## config.mk

```make
export PLATFORM = sky130hd
export DESIGN_NAME = ksb_phase
export DESIGN_NICKNAME = d
export VERILOG_FILES = /design/src/design/ksb_pkg.sv /design/src/design/ksb_phase.sv
export SDC_FILE = /design/constraint.sdc
export NUM_CORES = 1
export LEC_CHECK = 0
export ABC_AREA = 1
export BUFFER_PORTS_ARGS = -buffer_cell sky130_fd_sc_hd__buf_4
export CAP_MARGIN = 20
export CORE_UTILIZATION = 55
export DETAILED_ROUTE_END_ITERATION = 7
export PLACE_DENSITY = 0.78
export SETUP_SLACK_MARGIN = 0.3
export SYNTH_ARGS = -nofsm -noshare
export SYNTH_HDL_FRONTEND = slang
export SYNTH_SLANG_ARGS = --single-unit
```

## constraint.sdc

```tcl
create_clock -name clk -period 15.86 [get_ports clk]
set_clock_uncertainty 0.15 [all_clocks]
set_input_delay 3.172 -clock clk [delete_from_list [all_inputs] [get_ports clk]]
set_output_delay 3.172 -clock clk [all_outputs]
set_load 0.1 [all_outputs]
```

## src/design/ksb_pkg.sv

```systemverilog
`default_nettype none
// ----------------------------------------------------------------------------
// ksb_pkg: shared types and constants for the keyed sine tone burst
// Field widths, item codes and the small structs that pass between stages.
// ----------------------------------------------------------------------------
package ksb_pkg;

  localparam int MODE_W   = 2;
  localparam int KEY_W    = 4;
  localparam int CNT_W    = 13;
  localparam int FREQ_W   = 10;
  localparam int PROD_W   = CNT_W + FREQ_W;
  localparam int SAMPLE_W = 15;
  localparam int MAG_W    = 15;

  localparam logic [MODE_W-1:0] MODE_TICK  = 2'd0;
  localparam logic [MODE_W-1:0] MODE_KEY   = 2'd1;
  localparam logic [MODE_W-1:0] MODE_CLEAR = 2'd2;

  localparam logic [CNT_W-1:0] BURST_RESET = 13'd6000;

  // largest positive sample; magnitudes above it clip on the positive side
  localparam logic [MAG_W-1:0] MAG_CLIP = 15'd16383;

  localparam int FIFO_DEPTH = 16;
  localparam int FIFO_AW    = 4;

  typedef struct packed {
    logic              valid;
    logic              done;
    logic [CNT_W-1:0]  count;
    logic [FREQ_W-1:0] freq;
  } tick_t;

  typedef struct packed {
    logic valid;
    logic done;
    logic neg;
  } tag_t;

endpackage
`default_nettype wire

```

## src/design/ksb_phase.sv

```systemverilog
`default_nettype none
// ----------------------------------------------------------------------------
// ksb_phase: phase and quadrant pipeline
// count * freq, modulo by reciprocal multiply with one correction, then
// quadrant split and mirror into a sine table address.
// ----------------------------------------------------------------------------
module ksb_phase import ksb_pkg::*; #(
  parameter  int SAMPLE_RATE = 12000,
  localparam int SR_W        = $clog2(SAMPLE_RATE + 1)
) (
  input  logic            clk,
  input  logic            rst,
  input  tick_t           tick,
  output tag_t            tag,
  output logic [SR_W-1:0] addr
);

  localparam int RECIP   = (1 << PROD_W) / SAMPLE_RATE;
  localparam int RECIP_W = $clog2(RECIP + 1);
  localparam int EST_W   = PROD_W + RECIP_W;
  localparam int BACK_W  = RECIP_W + SR_W;
  localparam int Q_W     = SR_W + 2;

  localparam logic [SR_W:0]    SR_WIDE = (SR_W + 1)'(SAMPLE_RATE);
  localparam logic [SR_W-1:0]  SR_NARROW = SR_W'(SAMPLE_RATE);
  localparam logic [Q_W-1:0]   SR_Q1 = Q_W'(SAMPLE_RATE);
  localparam logic [Q_W-1:0]   SR_Q2 = Q_W'(2 * SAMPLE_RATE);
  localparam logic [Q_W-1:0]   SR_Q3 = Q_W'(3 * SAMPLE_RATE);

  tag_t               t2, t3, t4, t5;
  logic [PROD_W-1:0]  prod2;
  logic [PROD_W-1:0]  prod3;
  logic [RECIP_W-1:0] qe3;
  logic [SR_W:0]      rem4;
  logic [SR_W-1:0]    ph5;

  logic [EST_W-1:0]   est;
  logic [BACK_W-1:0]  back;
  logic [PROD_W-1:0]  diff;
  logic [Q_W-1:0]     q;
  logic [Q_W-1:0]     rq;
  logic [1:0]         quad;
  logic [SR_W-1:0]    r;
  logic [SR_W-1:0]    addr_next;

  assign est  = EST_W'(prod2) * EST_W'(RECIP);
  assign back = BACK_W'(qe3) * BACK_W'(SR_NARROW);
  assign diff = prod3 - PROD_W'(back);
  assign q    = {ph5, 2'b00};

  always_comb begin
    if (q >= SR_Q3) begin
      quad = 2'd3;
      rq   = q - SR_Q3;
    end else if (q >= SR_Q2) begin
      quad = 2'd2;
      rq   = q - SR_Q2;
    end else if (q >= SR_Q1) begin
      quad = 2'd1;
      rq   = q - SR_Q1;
    end else begin
      quad = 2'd0;
      rq   = q;
    end
    r = SR_W'(rq);
    addr_next = quad[0] ? SR_NARROW - r : r;
  end

  always_ff @(posedge clk) begin
    if (rst) begin
      t2  <= '0;
      t3  <= '0;
      t4  <= '0;
      t5  <= '0;
      tag <= '0;
    end else begin
      t2  <= '{valid: tick.valid, done: tick.done, neg: 1'b0};
      t3  <= t2;
      t4  <= t3;
      t5  <= t4;
      tag <= '{valid: t5.valid, done: t5.done, neg: quad[1]};
    end
  end

  always_ff @(posedge clk) begin
    prod2 <= PROD_W'(tick.count) * PROD_W'(tick.freq);
    prod3 <= prod2;
    qe3   <= est[EST_W-1:PROD_W];
    rem4  <= diff[SR_W:0];
    ph5   <= (rem4 >= SR_WIDE) ? SR_W'(rem4 - SR_WIDE) : rem4[SR_W-1:0];
    addr  <= addr_next;
  end

  a_rem_one_correction: assert property (@(posedge clk) disable iff (rst)
    t4.valid |-> (rem4 < (SR_WIDE << 1)))
    else $error("reciprocal quotient estimate off by more than one");

  a_phase_in_range: assert property (@(posedge clk) disable iff (rst)
    t5.valid |-> (ph5 < SR_NARROW))
    else $error("phase not reduced below the sample rate");

endmodule
`default_nettype wire

```

==> results_dict.tcl <==
set metrics [dict create \
    rows 57 \
    grt_max_degree 17 \
    clk_path_buf_depth 2 \
    antenna_found_initial 0 \
    critical_path.max_fanout 13 \
    cts_tree "done" \
    cts_setup_buffers 0 \
    die_area_um2 25500 \
    overflow 0 \
    synth-seq-cells 100 \
    max_freq_mhz 127 \
    detail_route.first_pass.iterations 5 \
    slew-limit-headroom_pct 61.4 \
    ioPinCount 44 \
    cts_resized 0 \
    setup_viol 0 \
    nets 2089 \
    synthesis.area_um2 13700 \
    yosys_warnings 0 \
    routed_wl_um 27100 \
    tightest_slew_ns 0.574 \
    h-tree-depth 3 \
    whs_path_depth 0 \
    wl_per_cell_um 13.6 \
    synthDistinctLibCells 49 \
    synth_edf_count 0 \
    avgSynthCellArea_um2 8.36 \
    die_h_um 160 \
    grt_pass1_wl_um 47900 \
    hold_buffers 0 \
    worst-setup-path-type "in -> reg" \
    root_buffer "clkbuf_16" \
    cap_violations 0 \
    routed-wl-met2_um 14100 \
    rsz0062_at_grt "false" \
    drive_gt1_share_pct 5.35 \
    yosysSeqAreaShare_pct 14.6 \
    detailedRoute.firstIterationViolations 509 \
    r2r_cells 21 \
    grt_pass1_vias 10700 \
    layout_commonest_cell "inv_1" \
    endpoint_kind "flip-flop" \
    async_reset_ff_share_pct 0 \
    numClockSinks 100 \
    synthCells 1637 \
    avgViaCountPerCell 5.05 \
    area_growth_syn_to_layout_pct 6.36 \
    hpwl_um 23100 \
    filler_cell_count 2117 \
    ant_nets 0 \
    setup_tns_ns 0 \
    die_w_um 160 \
    cp-start-kind "primary input" \
    diodes 0 \
    finalHoldViolCount 0 \
    synth_top_area_cell "fa_1" \
    wl_met3_um 983 \
    cp.required_ns 15.99 \
    io_buffer_count 41 \
    layout.cells.most_common_list "inv_1 (422), nand2_1 (308), fa_1 (201), ha_1 (201), dfxtp_1 (100)" \
    post-route-min-period_ns 7.88 \
    worstPathArrival_ns 8.01 \
    gp_congestion 0.915 \
    cts_buffers 9 \
    fin_crit_sh_pct 49.7 \
    num_vias 10000 \
    clkTransAtPathRegs_ns 0.06 \
    outcome "completed" \
    drcViolationCount 0 \
    core_um2 24400 \
    top_layer "met4" \
    worst_hold_path_type "reg -> reg" \
    clk_latency_ns 0.36 \
    start_util_pct 56.1 \
    routedLengthMet1_um 11600 \
    synthTopCellsByArea "fa_1 (29%), ha_1 (18%), dfxtp_1 (15%)" \
    track_usage_pct 23.0 \
    synthDominantCellAreaShare_pct 29.4 \
    drv_slew 0 \
    synth_flop_cell "dfxtp_1" \
]
==> through the flow <==
stage / cells / hold slack, ns / area (µm²) / utilization (%) / setup slack (ns)
2_1_floorplan: 1638 / 0.160 / 13700 / - / 7.86
3_3_place_gp: 1973 / 0.161 / 14300 / 58.5 / 7.79
3_5_place_dp: 1973 / 0.164 / 14300 / 58.5 / 7.62
4_1_cts: 1988 / 0.179 / 14600 / 59.7 / 7.99
5_1_grt: 1988 / 0.188 / 14600 / 59.7 / 7.71
6_report: 1988 / 0.177 / 14600 / 59.7 / 7.98
==> sequential cells by signal, indices dropped and copies added (netlist names), 3 cells and up <==
| register | flops |
|---|---|
| prod3 | 15 |
| prod2 | 23 |
| qe3 | 10 |
| ph5 | 14 |
| rem4 | 15 |
| tag | 3 |
| addr | 12 |
==> synthesized netlist by cell type (5+ instances only) <==
library cell / instances
nor3_1: 12
nand2_1: 308
a31oi_1: 8
o21ai_1: 6
ha_1: 201
clkbuf_1: 24
o21ai_0: 29
nor2_1: 71
xnor2_1: 29
nand3_1: 44
inv_1: 422
nand4_1: 6
nand2_2: 8
xor2_1: 45
a21oi_1: 62
inv_2: 5
fa_1: 201
dfxtp_1: 100
==> routing by layer <==
layer  vias up  global-route usage (%)
li1       4972                       -
met4         0                    6.08
met5         -                       0
met3        34                    2.68
met2       215                    42.8
met1      4819                    27.9
==> path summary, 6_finish.rpt <==
check / from / to / slack, ns
min reg2reg: prod3[1] / rem4[1] / 0.18
max: tick[3] / prod2[19] / 7.98
min: prod3[1] / rem4[1] / 0.18
max reg2reg: prod2[13] / qe3[8] / 10.93
==> critical path: stages <==
cell and delay, ns:
buf_4 0.17, nand2_1 0.10, fa_1 0.53, inv_1 0.05, fa_1 0.50, inv_1 0.05
fa_1 0.47, inv_1 0.05, fa_1 0.52, inv_1 0.05, fa_1 0.52, inv_1 0.04
ha_1 0.34, a21oi_1 0.21, or2_0 0.15, nand3_1 0.10, a21oi_1 0.21, o21ai_1 0.15
a21oi_1 0.27, nor2_1 0.07, nor2_1 0.14, xnor2_1 0.13
==> kinds of logic (layout without fill, tap and decap cells) <==
group / count (synthesis) / in the layout / synth area share, %
xor gates and xnor gates: 74 / 74 / 4.74
buffers and inverters: 461 / 487 / 12.9
muxes: 1 / 1 / 0.0823
AOI/OAI and AO/OA: 132 / 132 / 5.66
adders and majority gates: 402 / 402 / 47.8
and+or+nand+nor: 466 / 466 / 14.2
other: 1 / 2 / 0.0274
DFF: 100 / 100 / 14.6
==> final cells by class <==
class / instances / area (µm²) / area share [%]
inverter: 431 / 1620 / 11.2
tap: 324 / 405 / 2.79
clock buffer: 9 / 225 / 1.55
clock inverter: 6 / 65.1 / 0.447
multi-input combinational: 1077 / 9920 / 68.2
sequential: 100 / 2000 / 13.8
timing repair buffer: 41 / 308 / 2.11
Power is left out: the tool's default activity adds up to more than one toggle a clock period on the data nets, which glitch-free logic cannot reach.
