[src/design/ksb_pkg.sv]
`default_nettype none
// ----------------------------------------------------------------------------
// ksb_pkg: shared types and constants for the keyed sine tone burst
// Field widths, item codes and the small structs that pass between stages.
// ----------------------------------------------------------------------------
package ksb_pkg;

  localparam int MODE_W   = 2;
  localparam int KEY_W    = 4;
  localparam int CNT_W    = 13;
  localparam int FREQ_W   = 10;
  localparam int PROD_W   = CNT_W + FREQ_W;
  localparam int SAMPLE_W = 15;
  localparam int MAG_W    = 15;

  localparam logic [MODE_W-1:0] MODE_TICK  = 2'd0;
  localparam logic [MODE_W-1:0] MODE_KEY   = 2'd1;
  localparam logic [MODE_W-1:0] MODE_CLEAR = 2'd2;

  localparam logic [CNT_W-1:0] BURST_RESET = 13'd6000;

  // largest positive sample; magnitudes above it clip on the positive side
  localparam logic [MAG_W-1:0] MAG_CLIP = 15'd16383;

  localparam int FIFO_DEPTH = 16;
  localparam int FIFO_AW    = 4;

  typedef struct packed {
    logic              valid;
    logic              done;
    logic [CNT_W-1:0]  count;
    logic [FREQ_W-1:0] freq;
  } tick_t;

  typedef struct packed {
    logic valid;
    logic done;
    logic neg;
  } tag_t;

endpackage
`default_nettype wire

[src/design/ksb_out_fifo.sv]
`default_nettype none
// ----------------------------------------------------------------------------
// ksb_out_fifo: result buffer and credit counter
// Formats the signed sample, buffers results, and limits ticks in flight so
// the buffer can never overflow.
// ----------------------------------------------------------------------------
module ksb_out_fifo import ksb_pkg::*; (
  input  logic                       clk,
  input  logic                       rst,
  input  logic                       issue,
  input  tag_t                       tag,
  input  logic [MAG_W-1:0]           mag,
  output logic                       credit_ok,
  output logic                       out_valid,
  input  logic                       out_ready,
  output logic signed [SAMPLE_W-1:0] sample,
  output logic                       burst_done
);

  typedef struct packed {
    logic signed [SAMPLE_W-1:0] sample;
    logic                       done;
  } entry_t;

  localparam logic [FIFO_AW:0] DEPTH_W = (FIFO_AW + 1)'(FIFO_DEPTH);

  entry_t                     mem [FIFO_DEPTH];
  logic [FIFO_AW-1:0]         wr_ptr;
  logic [FIFO_AW-1:0]         rd_ptr;
  logic [FIFO_AW:0]           fill;
  logic [FIFO_AW:0]           occ;
  logic                       wr;
  logic                       rd;
  logic signed [SAMPLE_W-1:0] fmt;

  assign wr        = tag.valid;
  assign out_valid = (fill != '0);
  assign rd        = out_valid && out_ready;
  assign credit_ok = (occ < DEPTH_W);
  assign sample     = mem[rd_ptr].sample;
  assign burst_done = mem[rd_ptr].done;

  always_comb begin
    if (tag.neg) begin
      fmt = SAMPLE_W'(-$signed({1'b0, mag}));
    end else if (mag > MAG_CLIP) begin
      fmt = MAG_CLIP;
    end else begin
      fmt = mag;
    end
  end

  always_ff @(posedge clk) begin
    if (wr) begin
      mem[wr_ptr] <= '{sample: fmt, done: tag.done};
    end
  end

  always_ff @(posedge clk) begin
    if (rst) begin
      wr_ptr <= '0;
      rd_ptr <= '0;
      fill   <= '0;
      occ    <= '0;
    end else begin
      if (wr) begin
        wr_ptr <= wr_ptr + FIFO_AW'(1);
      end
      if (rd) begin
        rd_ptr <= rd_ptr + FIFO_AW'(1);
      end
      fill <= fill + (FIFO_AW + 1)'(wr) - (FIFO_AW + 1)'(rd);
      occ  <= occ + (FIFO_AW + 1)'(issue) - (FIFO_AW + 1)'(rd);
    end
  end

  a_no_overflow: assert property (@(posedge clk) disable iff (rst)
    wr |-> ((fill < DEPTH_W) || rd))
    else $error("result buffer written while full");

  a_credit_covers_fill: assert property (@(posedge clk) disable iff (rst)
    fill <= occ)
    else $error("buffered results exceed ticks in flight");

endmodule
`default_nettype wire

[config.mk]
export PLATFORM = sky130hd
export DESIGN_NAME = ksb_out_fifo
export DESIGN_NICKNAME = d
export VERILOG_FILES = /design/src/design/ksb_pkg.sv /design/src/design/ksb_out_fifo.sv
export SDC_FILE = /design/constraint.sdc
export NUM_CORES = 1
export LEC_CHECK = 0
export BUFFER_PORTS_ARGS = -buffer_cell sky130_fd_sc_hd__buf_2
export CAP_MARGIN = 20
export CORE_UTILIZATION = 40
export CTS_BUF_LIST = sky130_fd_sc_hd__clkbuf_2 sky130_fd_sc_hd__clkbuf_4 sky130_fd_sc_hd__clkbuf_8
export CTS_CLUSTER_SIZE = 40
export DETAILED_ROUTE_END_ITERATION = 12
export PLACE_DENSITY = 0.55
export SKIP_LAST_GASP = 1
export SLEW_MARGIN = 10
export SYNTH_ARGS = -nofsm -noshare
export SYNTH_HDL_FRONTEND = slang
export SYNTH_SLANG_ARGS = --single-unit
[constraint.sdc]
create_clock -name clk -period 2.8 [get_ports clk]
set_input_delay 0.56 -clock clk [delete_from_list [all_inputs] [get_ports clk]]
set_output_delay 0.56 -clock clk [all_outputs]
set_load 0.05 [all_outputs]
==> impl_metrics.py <==
metrics = {
    "run_status": {
        "status": "finished, violations left",
        "violations": "negative setup slack",
    },
    "timing": {
        "min_period_ns": 2.813,
        "slew_viol_final": 0,
        "slew_headroom": 0.6060,
        "hold_viol": 0,
        "fmax_mhz": 355.5,
        "period_share": 1.005,
        "rsz0062_at_grt": "true",
        "clock-skew-final_ns": 0.01927,
        "tightestPinTransition_ns": 0.5910,
        "fin_ws_ns": -0.01288,
        "setup_violations": 2,
    },
    "yosys": {
        "netlist_area_sq_mm": 0.01126,
        "yosysMostFrequentCell": "edfxtp_1",
        "ys_seq_elements": 278,
        "synthAdderAreaFrac": 0.02356,
        "ys_types": 43,
        "synth_top_family_by_area": "multiplexers",
        "synth_nets": 645,
        "yosysSeqAreaShare": 0.7220,
        "ys.flop_type": "edfxtp_1",
        "synth.area.top_cells": "edfxtp_1, mux4_2, dfxtp_1, a22oi_1, ha_1",
        "avgSynthCellArea_sq_um": 18.67,
        "ys.warnings.count": 0,
        "synth_edf_count": 256,
        "async_flop_share": 0,
        "synth_xor_xnor_area_share": 0.01400,
        "synth_simple_gate_area_share": 0.05157,
        "synth_top_area_cell": "edfxtp_1",
        "synth_commonest_cells": "edfxtp_1, mux4_2, a22oi_1, nand2_1, dfxtp_1",
        "synth_mux_area_frac": 0.1289,
        "synth_top_area_frac": 0.6829,
        "synth-compound-area-share": 0.04135,
        "postSynthCellCount": 603,
    },
    "cells_and_area": {
        "syn2layout_area_growth_pct": 21.34,
        "final-seq-area_sq_mm": 0.008135,
        "layout-drive-gt1-share": 0.3718,
        "fill_cells": 2301,
        "num-nets-final": 764,
        "n_antenna_cell": 0,
        "multi_input_area_sq_mm": 0.003089,
        "postLayoutCellArea_sq_mm": 0.01366,
    },
    "clocking": {
        "insertion_delay_ns": 0.55,
        "cts-root-buf": "clkbuf_8",
        "cts_sinks": 278,
        "cts_hold_buf": 0,
        "cts.clk_slew.worst_paths_ns": 0.05,
        "ctsLongestPathBuffers": 3,
        "cts_tree": "yes",
        "cts_buffers": 46,
        "htreeDepth": 2,
    },
    "grt": {
        "busiest_layer": "met2",
        "grt_pass1_vias": 6406,
        "grt_pass1_wl_um": 38460,
        "overflow": 0,
        "use_met1": 0.2367,
        "met2_usage": 0.3199,
        "grt_max_degree": 41,
        "grt_use_met3": 0.03475,
        "grt_use_total": 0.1858,
        "antenna_found_initial": 0,
    },
    "place": {
        "gp_routability_congestion": 0.8658,
        "placed_cell_area_sq_mm": 0.01219,
        "place_hpwl_um": 15200,
        "numPortBuffers": 39,
    },
    "pwr": {
        "p_leak_nw": 4.584,
        "p_per_area_mw_per_mm2": 841.1,
        "irDropWorstVdd_uv": 639.3,
        "fin_total_pwr_mw": 11.49,
    },
    "critical_path": {
        "regToRegEndpoint": "fill[4]",
        "critPathBufInv": 4,
        "reg2reg_slack_ns": 0.07,
        "max_stage_delay_ns": 0.48,
        "crit_arrival_ns": 2.25,
        "required_ns": 2.24,
        "cp_max_fo": 6,
        "path_delay_family": "buffers and inverters",
        "end_kind": "output pin",
        "start_kind": "register",
        "worstPathCellList": "buf_12 > buf_12 > buf_6 > mux4_2 > a22oi_1 > nand2_1 > buf_6",
        "reg2reg_from": "fill[3]",
        "crit_path_top_delay_cell": "mux4_2",
        "r2r_cells": 13,
        "path_class": "register to output pin",
    },
    "job": {
        "maxCapViolations": 0,
    },
    "floorplan": {
        "core_sq_mm": 0.02771,
        "fp.dieH_um": 169.8,
        "die_area_sq_mm": 0.02882,
        "start_util": 0.4063,
        "design.portCount": 40,
        "fp-row-count": 61,
        "die_w_um": 169.8,
    },
    "hold_path": {
        "hp-class": "input pin to register",
        "hold_depth": 3,
        "holdCritStartpoint": "issue",
        "hold_end": "occ[0]",
    },
    "route": {
        "final_antenna_net_count": 0,
        "drcViolationCount": 0,
        "drtIter0Drc": 582,
        "dr.pass1.iters": 4,
        "vias_per_cell": 5.371,
        "wl_per_cell_um": 23.30,
        "wl_um": 26360,
        "vias": 6075,
    },
}
[worst register-to-register path: cells and delay by family (launching register included)]
kind,cells,cell delay (ns)
simple gates,4,1.05
fa+ha+maj,4,0.88
flops,1,0.32
compound gates,2,0.27
buf+inv,3,0.15
[cells in the final DEF (no fill, tap or decap), types with 3 or more instances in the layout]
master     instances
buf_16             3
ha_1              15
clkinv_2           3
xnor2_1            3
nor3_1             4
dfxtp_1           18
clkbuf_16          5
ha_4               3
xor2_1            15
and2_1            17
dfxtp_2            3
clkbuf_4          17
nand2_2            4
nand3_1            6
buf_4             45
o31ai_1            4
inv_2              3
nand2_1           26
o21ai_0            3
or3_1              4
nor3b_1            4
clkinv_1          10
edfxtp_1         256
buf_6             16
a21oi_1            9
buf_12             8
nand4_1            3
a22oi_1           12
clkbuf_8          47
nor2_1            18
mux4_2            64
nor2b_1            9
inv_1             17
buf_2             23
a22oi_2           20
[logic make-up (layout without fill, tap and decap cells)]
| logic type | Yosys count | after routing |
|---|---|---|
| buffers and inverters | 51 | 201 |
| AOI/OAI and AO/OA | 61 | 61 |
| muxes | 65 | 65 |
| DFF | 278 | 278 |
| adders and majority gates | 20 | 20 |
| xor gates and xnor gates | 18 | 18 |
| and+or+nand+nor | 110 | 110 |
[routing by layer]
metal,routed length (um),part of all wire
met5,0,0
met1,10930,0.41
met3,1202,0.046
met2,13730,0.52
met4,489,0.019
[through the flow]
step	util	TNS, ns	setup WS [ns]	instances	hold WS, ns
after floorplan	-	0	0.01460	603	0.4629
after global placement	0.4398	0	0.08491	1034	0.5048
after detailed placement	0.4398	-0.04549	-0.04549	1034	0.5007
after CTS	0.4813	-1.030	-0.09618	1120	0.3192
after global routing	0.4930	-1.082	-0.09941	1131	0.3418
final	0.4930	-0.01768	-0.01288	1131	0.3589
[worst max-delay path by stage]
stage              from         end  slack (ns)  cells after the start
2_1_floorplan   fill[3]     fill[4]        0.01                     14
6_report       register   sample[3]       -0.01                      7
5_1_grt        register  burst_done        -0.1                      6
4_1_cts        register   sample[0]        -0.1                      6
3_3_place_gp    fill[3]     fill[4]        0.08                     13
3_5_place_dp    fill[3]     fill[4]       -0.05                     13
[where the power goes]
group | switching, mW | internal [mW]
Clock | 1.50 | 1.86
Sequential | 0.0841 | 4.73
Combinational | 1.67 | 1.65
Total | 3.25 | 8.24
[flip-flops by register name (all words and copies together) (netlist names), named ones only]
signal  count
fill        5
mem       256
occ         5
rd_ptr      4
wr_ptr      4
[layout make-up]
cell class / instances / share of cell area
Sequential cell: 278 / 0.5956
Multi-Input combinational cell: 274 / 0.2262
Timing Repair Buffer: 101 / 0.07438
Clock buffer: 64 / 0.05670
Tap cell: 378 / 0.03462
Clock inverter: 15 / 0.006595
Inverter: 21 / 0.005954
[what timing repair did]
| action | in CTS | in global routing |
|---|---|---|
| setup buffers | 5 | 7 |
| gates resized for setup | 45 | 43 |
| gates cloned | 2 | 5 |
| setup endpoints to repair | 18 | 18 |
| pin swaps | 8 | 31 |
(Power assumes the default switching activity.)
