**src/design/ksb_pkg.sv**
```systemverilog
`default_nettype none
// ----------------------------------------------------------------------------
// ksb_pkg: shared types and constants for the keyed sine tone burst
// Field widths, item codes and the small structs that pass between stages.
// ----------------------------------------------------------------------------
package ksb_pkg;

  localparam int MODE_W   = 2;
  localparam int KEY_W    = 4;
  localparam int CNT_W    = 13;
  localparam int FREQ_W   = 10;
  localparam int PROD_W   = CNT_W + FREQ_W;
  localparam int SAMPLE_W = 15;
  localparam int MAG_W    = 15;

  localparam logic [MODE_W-1:0] MODE_TICK  = 2'd0;
  localparam logic [MODE_W-1:0] MODE_KEY   = 2'd1;
  localparam logic [MODE_W-1:0] MODE_CLEAR = 2'd2;

  localparam logic [CNT_W-1:0] BURST_RESET = 13'd6000;

  // largest positive sample; magnitudes above it clip on the positive side
  localparam logic [MAG_W-1:0] MAG_CLIP = 15'd16383;

  localparam int FIFO_DEPTH = 16;
  localparam int FIFO_AW    = 4;

  typedef struct packed {
    logic              valid;
    logic              done;
    logic [CNT_W-1:0]  count;
    logic [FREQ_W-1:0] freq;
  } tick_t;

  typedef struct packed {
    logic valid;
    logic done;
    logic neg;
  } tag_t;

endpackage
`default_nettype wire

```
**src/design/ksb_ctrl.sv**
```systemverilog
`default_nettype none
// ----------------------------------------------------------------------------
// ksb_ctrl: burst control state
// Holds count, done flag, keys and burst length; issues one tick per tick
// transaction into the phase pipeline.
// ----------------------------------------------------------------------------
module ksb_ctrl import ksb_pkg::*; (
  input  logic              clk,
  input  logic              rst,
  input  logic              item_acc,
  input  logic [MODE_W-1:0] mode,
  input  logic [KEY_W-1:0]  key,
  input  logic              cfg_wr,
  input  logic [CNT_W-1:0]  cfg_data,
  output tick_t             tick
);

  logic [CNT_W-1:0] burst_length;
  logic [CNT_W-1:0] count;
  logic [CNT_W-1:0] count_next;
  logic             done_flag;
  logic             done_next;
  logic [KEY_W-1:0] current_key;
  logic [KEY_W-1:0] current_next;
  logic [KEY_W-1:0] latched_key;
  logic [KEY_W-1:0] latched_next;
  tick_t            tick_next;
  logic             acc_tick;

  function automatic logic [FREQ_W-1:0] note_freq(input logic [KEY_W-1:0] k);
    case (k)
      4'd1:    note_freq = 10'd262;
      4'd2:    note_freq = 10'd294;
      4'd3:    note_freq = 10'd330;
      4'd4:    note_freq = 10'd349;
      4'd5:    note_freq = 10'd392;
      4'd6:    note_freq = 10'd440;
      4'd7:    note_freq = 10'd494;
      4'd8:    note_freq = 10'd524;
      4'd9:    note_freq = 10'd588;
      default: note_freq = '0;
    endcase
  endfunction

  assign acc_tick = item_acc && (mode == MODE_TICK);

  always_comb begin
    count_next   = count;
    done_next    = done_flag;
    current_next = current_key;
    latched_next = latched_key;
    tick_next    = '0;
    if (item_acc) begin
      case (mode)
        MODE_TICK: begin
          tick_next.valid = 1'b1;
          if (count < burst_length) begin
            tick_next.done  = done_flag;
            tick_next.count = count;
            tick_next.freq  = note_freq(current_key);
            count_next      = count + CNT_W'(1);
          end else begin
            // end of burst: silence, zero frequency drives a zero sample
            tick_next.done = 1'b1;
            done_next      = 1'b1;
            latched_next   = current_key;
            count_next     = burst_length;
          end
        end
        MODE_KEY: begin
          current_next = key;
          if (done_flag && (latched_key != key)) begin
            count_next = '0;
            done_next  = 1'b0;
          end
        end
        MODE_CLEAR: begin
          count_next   = '0;
          done_next    = 1'b0;
          current_next = '0;
          latched_next = '0;
        end
        default: begin
        end
      endcase
    end
  end

  always_ff @(posedge clk) begin
    if (rst) begin
      burst_length <= BURST_RESET;
      count        <= '0;
      done_flag    <= 1'b0;
      current_key  <= '0;
      latched_key  <= '0;
      tick         <= '0;
    end else begin
      if (cfg_wr) begin
        burst_length <= cfg_data;
      end
      count       <= count_next;
      done_flag   <= done_next;
      current_key <= current_next;
      latched_key <= latched_next;
      tick        <= tick_next;
    end
  end

  a_done_rise_on_tick: assert property (@(posedge clk) disable iff (rst)
    $rose(done_flag) |-> $past(acc_tick))
    else $error("done flag set without a tick transaction");

endmodule
`default_nettype wire

```
**config.mk**
```make
export PLATFORM = sky130hd
export DESIGN_NAME = ksb_ctrl
export DESIGN_NICKNAME = d
export VERILOG_FILES = /design/src/design/ksb_pkg.sv /design/src/design/ksb_ctrl.sv
export SDC_FILE = /design/constraint.sdc
export NUM_CORES = 1
export LEC_CHECK = 0
export BUFFER_PORTS_ARGS = -buffer_cell sky130_fd_sc_hd__clkbuf_2
export CORE_ASPECT_RATIO = 1.2
export CORE_UTILIZATION = 56
export CTS_CLUSTER_DIAMETER = 100
export CTS_CLUSTER_SIZE = 28
export DETAILED_ROUTE_END_ITERATION = 7
export HOLD_SLACK_MARGIN = 0.15
export PLACE_DENSITY_LB_ADDON = 0.12
export SYNTH_ARGS = -nofsm -noshare
export SYNTH_HDL_FRONTEND = slang
export SYNTH_SLANG_ARGS = --single-unit
```
**constraint.sdc**
```tcl
create_clock -name clk -period 2.4 [get_ports clk]
set_input_delay 0.12 -clock clk [delete_from_list [all_inputs] [get_ports clk]]
set_output_delay 0.12 -clock clk [all_outputs]
set_load 0.005 [all_outputs]
```
==> flow_summary.rst <==
.. list-table::
   :header-rows: 1

   * - Metric
     - Value
   * - Run status
     - completed
   * - Min Hold Slack
     - 0.239 ns
   * - Die Height
     - 83.8 um
   * - Final setup violation count
     - 0
   * - Tcrit/Tclk final
     - 0.936
   * - Highest cell delay on the worst timing path
     - 0.46 ns
   * - TritonCTS clock tree
     - done
   * - Post-detailed-route wirelength per cell
     - 14.6 um
   * - Util after Layout
     - 0.747
   * - GR Util All Layers
     - 0.253
   * - Nature of the critical path startpoint
     - register
   * - Top-level port count
     - 48
   * - R2R Setup Slk
     - 0.15 ns
   * - Maximum number of pins on one net before global-route repair
     - 26
   * - Power Density
     - 591 mW/mm^2
   * - Filler cell count
     - 391
   * - Clock slew at reported path FFs
     - 0.09 ns
   * - Number of synthesized flops with an enable pin
     - 0
   * - Nature of the critical path endpoint
     - register
   * - Count of TritonRoute iterations in the first routing pass
     - 7
   * - Sequential area share after synthesis
     - 0.449
   * - Max-cap violations
     - 0
   * - Library cell occupying the most area in the post-synthesis netlist
     - dfxtp_1
   * - Post-synthesis cell type count
     - 47
   * - Critical path launch point
     - burst_length[6]
   * - DP Cell Count
     - 448
   * - #FFs+latches synth
     - 70
   * - Number of port buffers
     - 47
   * - Insertion delay of the later-clocked pin in the worst-skew pair
     - 0.36 ns
   * - Vias per Instance
     - 5.49
   * - Floorplan row count
     - 29
   * - Final Wtd Congestion
     - 0.840
   * - H-tree levels
     - 3
   * - Post-synth top area share
     - 0.449
   * - Type of the worst setup path
     - reg2reg
   * - Full die area
     - 0.00587 mm^2
   * - Starting DRT DRC Count
     - 113
   * - Fmax
     - 0.445 GHz
   * - Min-delay src
     - key[3]
   * - Final routed DRC violation total
     - 0
   * - Detailed placement HPWL
     - 4590 um
   * - Worst Path Required
     - 2.68 ns
   * - Non-filler instance count after layout
     - 484
   * - Growth of design area from synthesis to finish
     - 27.8%
   * - Top fanout value on the critical path
     - 7
   * - Most used DFF post-synth
     - dfxtp_1
   * - Starting utilization of the core area
     - 0.585
   * - Hold WC Path Type
     - in2reg
   * - Clock buffer depth
     - 2
   * - Total power
     - 2.36 mW
   * - Syn Area/Cell
     - 9.31 um^2
   * - Overall overflow remaining after global route
     - 0
   * - Clock buffers created by TritonCTS
     - 9
   * - Max transition margin
     - 0.618
   * - Total Wirelength
     - 7070 um
   * - Launching point of the worst reg2reg path
     - burst_length[6]
   * - Fraction of layout cells with a size suffix above 1
     - 0.242
   * - Series of cell instances along the critical path
     - inv_1 -> ha_1 -> a21oi_2 -> nor2_1 -> a311oi_2 -> o311ai_4 -> buf_12 -> or4b_1 -> a31oi_1
   * - Peak supply drop
     - 0.000512 V
   * - Final setup skew
     - 0.0100 ns
   * - Syn. warnings
     - 0
   * - Most frequent cells in the layout
     - 70 x dfxtp_1, 47 x clkbuf_2, 34 x nand2_1
   * - Post-route antenna net violation count
     - 0
   * - Placeable core region
     - 0.00533 mm^2
   * - Crit path time final
     - 2.25 ns
   * - Reported leakage power
     - 1.80 nW
   * - Actual transition at the worst max-transition pin
     - 0.573 ns
   * - CP arrival
     - 2.53 ns
   * - Via count of the first global-routing pass
     - 2,542
   * - Hold Fails Final Rpt
     - 0
   * - Async S/R FF share, synth
     - 0
   * - Cell Area, Synth
     - 0.00312 mm^2
   * - Number of antenna violations at the first check in global routing
     - 0
   * - CTS root buf
     - clkbuf_8
   * - Number of nets in the layout
     - 461
   * - Main area contributors after synthesis
     - dfxtp_1 45%, ha_1 8.4%, and2_1 4.8%, nand2_1 4.1%, mux2i_1 3.9%
   * - CP max-delay cell
     - or4b_1
   * - Number of pins with negative max-slew slack in the final report
     - 0
   * - Synthesized Nets
     - 379
   * - Via count of the routed design
     - 2,658
   * - Die boundary width
     - 70.1 um
   * - Global-route wire length before repair
     - 11,600 um
   * - CTS sink count
     - 70
   * - Most frequent standard cell in the layout excluding fill and tap cells
     - dfxtp_1
   * - Post-synthesis instance total
     - 335
   * - Number of diodes added for antenna fixing
     - 0
-- cell type report --
cell class              count  area (um^2)  area share
clock inverters             7         62.6      0.0157
well taps                  62         77.6      0.0195
flip-flops and latches     70         1400       0.352
repair buffers             87          621       0.156
inverters                  21         78.8      0.0198
clock buffers               9          124      0.0311
multi-input cells         228         1620       0.407
-- where the power goes --
| part | leakage, nW | internal, mW | switching, mW | total, mW |
|---|---|---|---|---|
| Clock | 0.0931 | 0.399 | 0.529 | 0.927 |
| Sequential | 0.569 | 1.19 | 0.0172 | 1.21 |
| Combinational | 1.14 | 0.0982 | 0.118 | 0.216 |
| Total | 1.80 | 1.69 | 0.664 | 2.36 |
-- layer usage --
metal | share of wire | GRT usage
met5 | 0 | 0
met4 | 0.027 | 0.131
met3 | 0.046 | 0.0459
met2 | 0.49 | 0.412
met1 | 0.44 | 0.316
-- synth_stat cells (5+ instances only) --
| library cell | instances |
|---|---|
| a21oi_1 | 8 |
| and2_1 | 24 |
| o211ai_1 | 7 |
| inv_1 | 21 |
| ha_1 | 21 |
| or3_1 | 5 |
| nand4b_1 | 5 |
| nand2_1 | 34 |
| nor3_1 | 6 |
| a32oi_1 | 7 |
| o21ai_0 | 10 |
| clkbuf_1 | 9 |
| nand3_1 | 12 |
| nor2_1 | 22 |
| mux2i_1 | 12 |
| dfxtp_1 | 70 |
-- worst paths after layout --
check / cells past startpoint / end
setup / recovery: 9 / count[0]
hold / removal: 4 / register
setup reg to reg: 9 / count[0]
hold reg to reg: 1 / tick[3]
-- metrics by stage --
| step | setup slack [ns] | instance area (um^2) | TNS, ns |
|---|---|---|---|
| 2_1_floorplan | 0.292 | 3120 | 0 |
| 3_3_place_gp | 0.166 | 3520 | 0 |
| 3_5_place_dp | 0.0946 | 3520 | 0 |
| 4_1_cts | 0.0632 | 3850 | 0 |
| 5_1_grt | -0.00276 | 3990 | -0.00276 |
| 6_report | 0.153 | 3990 | 0 |
-- cells by family (layout without fill, tap and decap cells) --
| kind of cell | count (synthesis) | in the layout | share of synthesized area |
|---|---|---|---|
| muxes | 12 | 12 | 0.0385 |
| buffers and inverters | 37 | 124 | 0.0533 |
| AOI/OAI and AO/OA | 58 | 58 | 0.137 |
| and+or+nand+nor | 131 | 131 | 0.221 |
| DFF | 70 | 70 | 0.449 |
| adders and majority gates | 21 | 21 | 0.0842 |
| xor gates and xnor gates | 6 | 6 | 0.0168 |
-- what timing repair did --
action	4_1_cts	5_1_grt
endpoints found under the hold margin	18	0
setup endpoints to repair	0	3
hold buffers	15	0
resized for setup	0	6
setup buffers	0	3
-- worst max-delay path: cells and delay by family, from the launching register on --
family / cells / cell delay, ns
flip-flops: 1 / 0.33
buffers and inverters: 2 / 0.23
AND/OR/NAND/NOR: 2 / 0.52
AO/OA/AOI/OAI: 4 / 0.78
adder cells (fa/ha/maj): 1 / 0.32
Power figures use the tool's default switching activity.
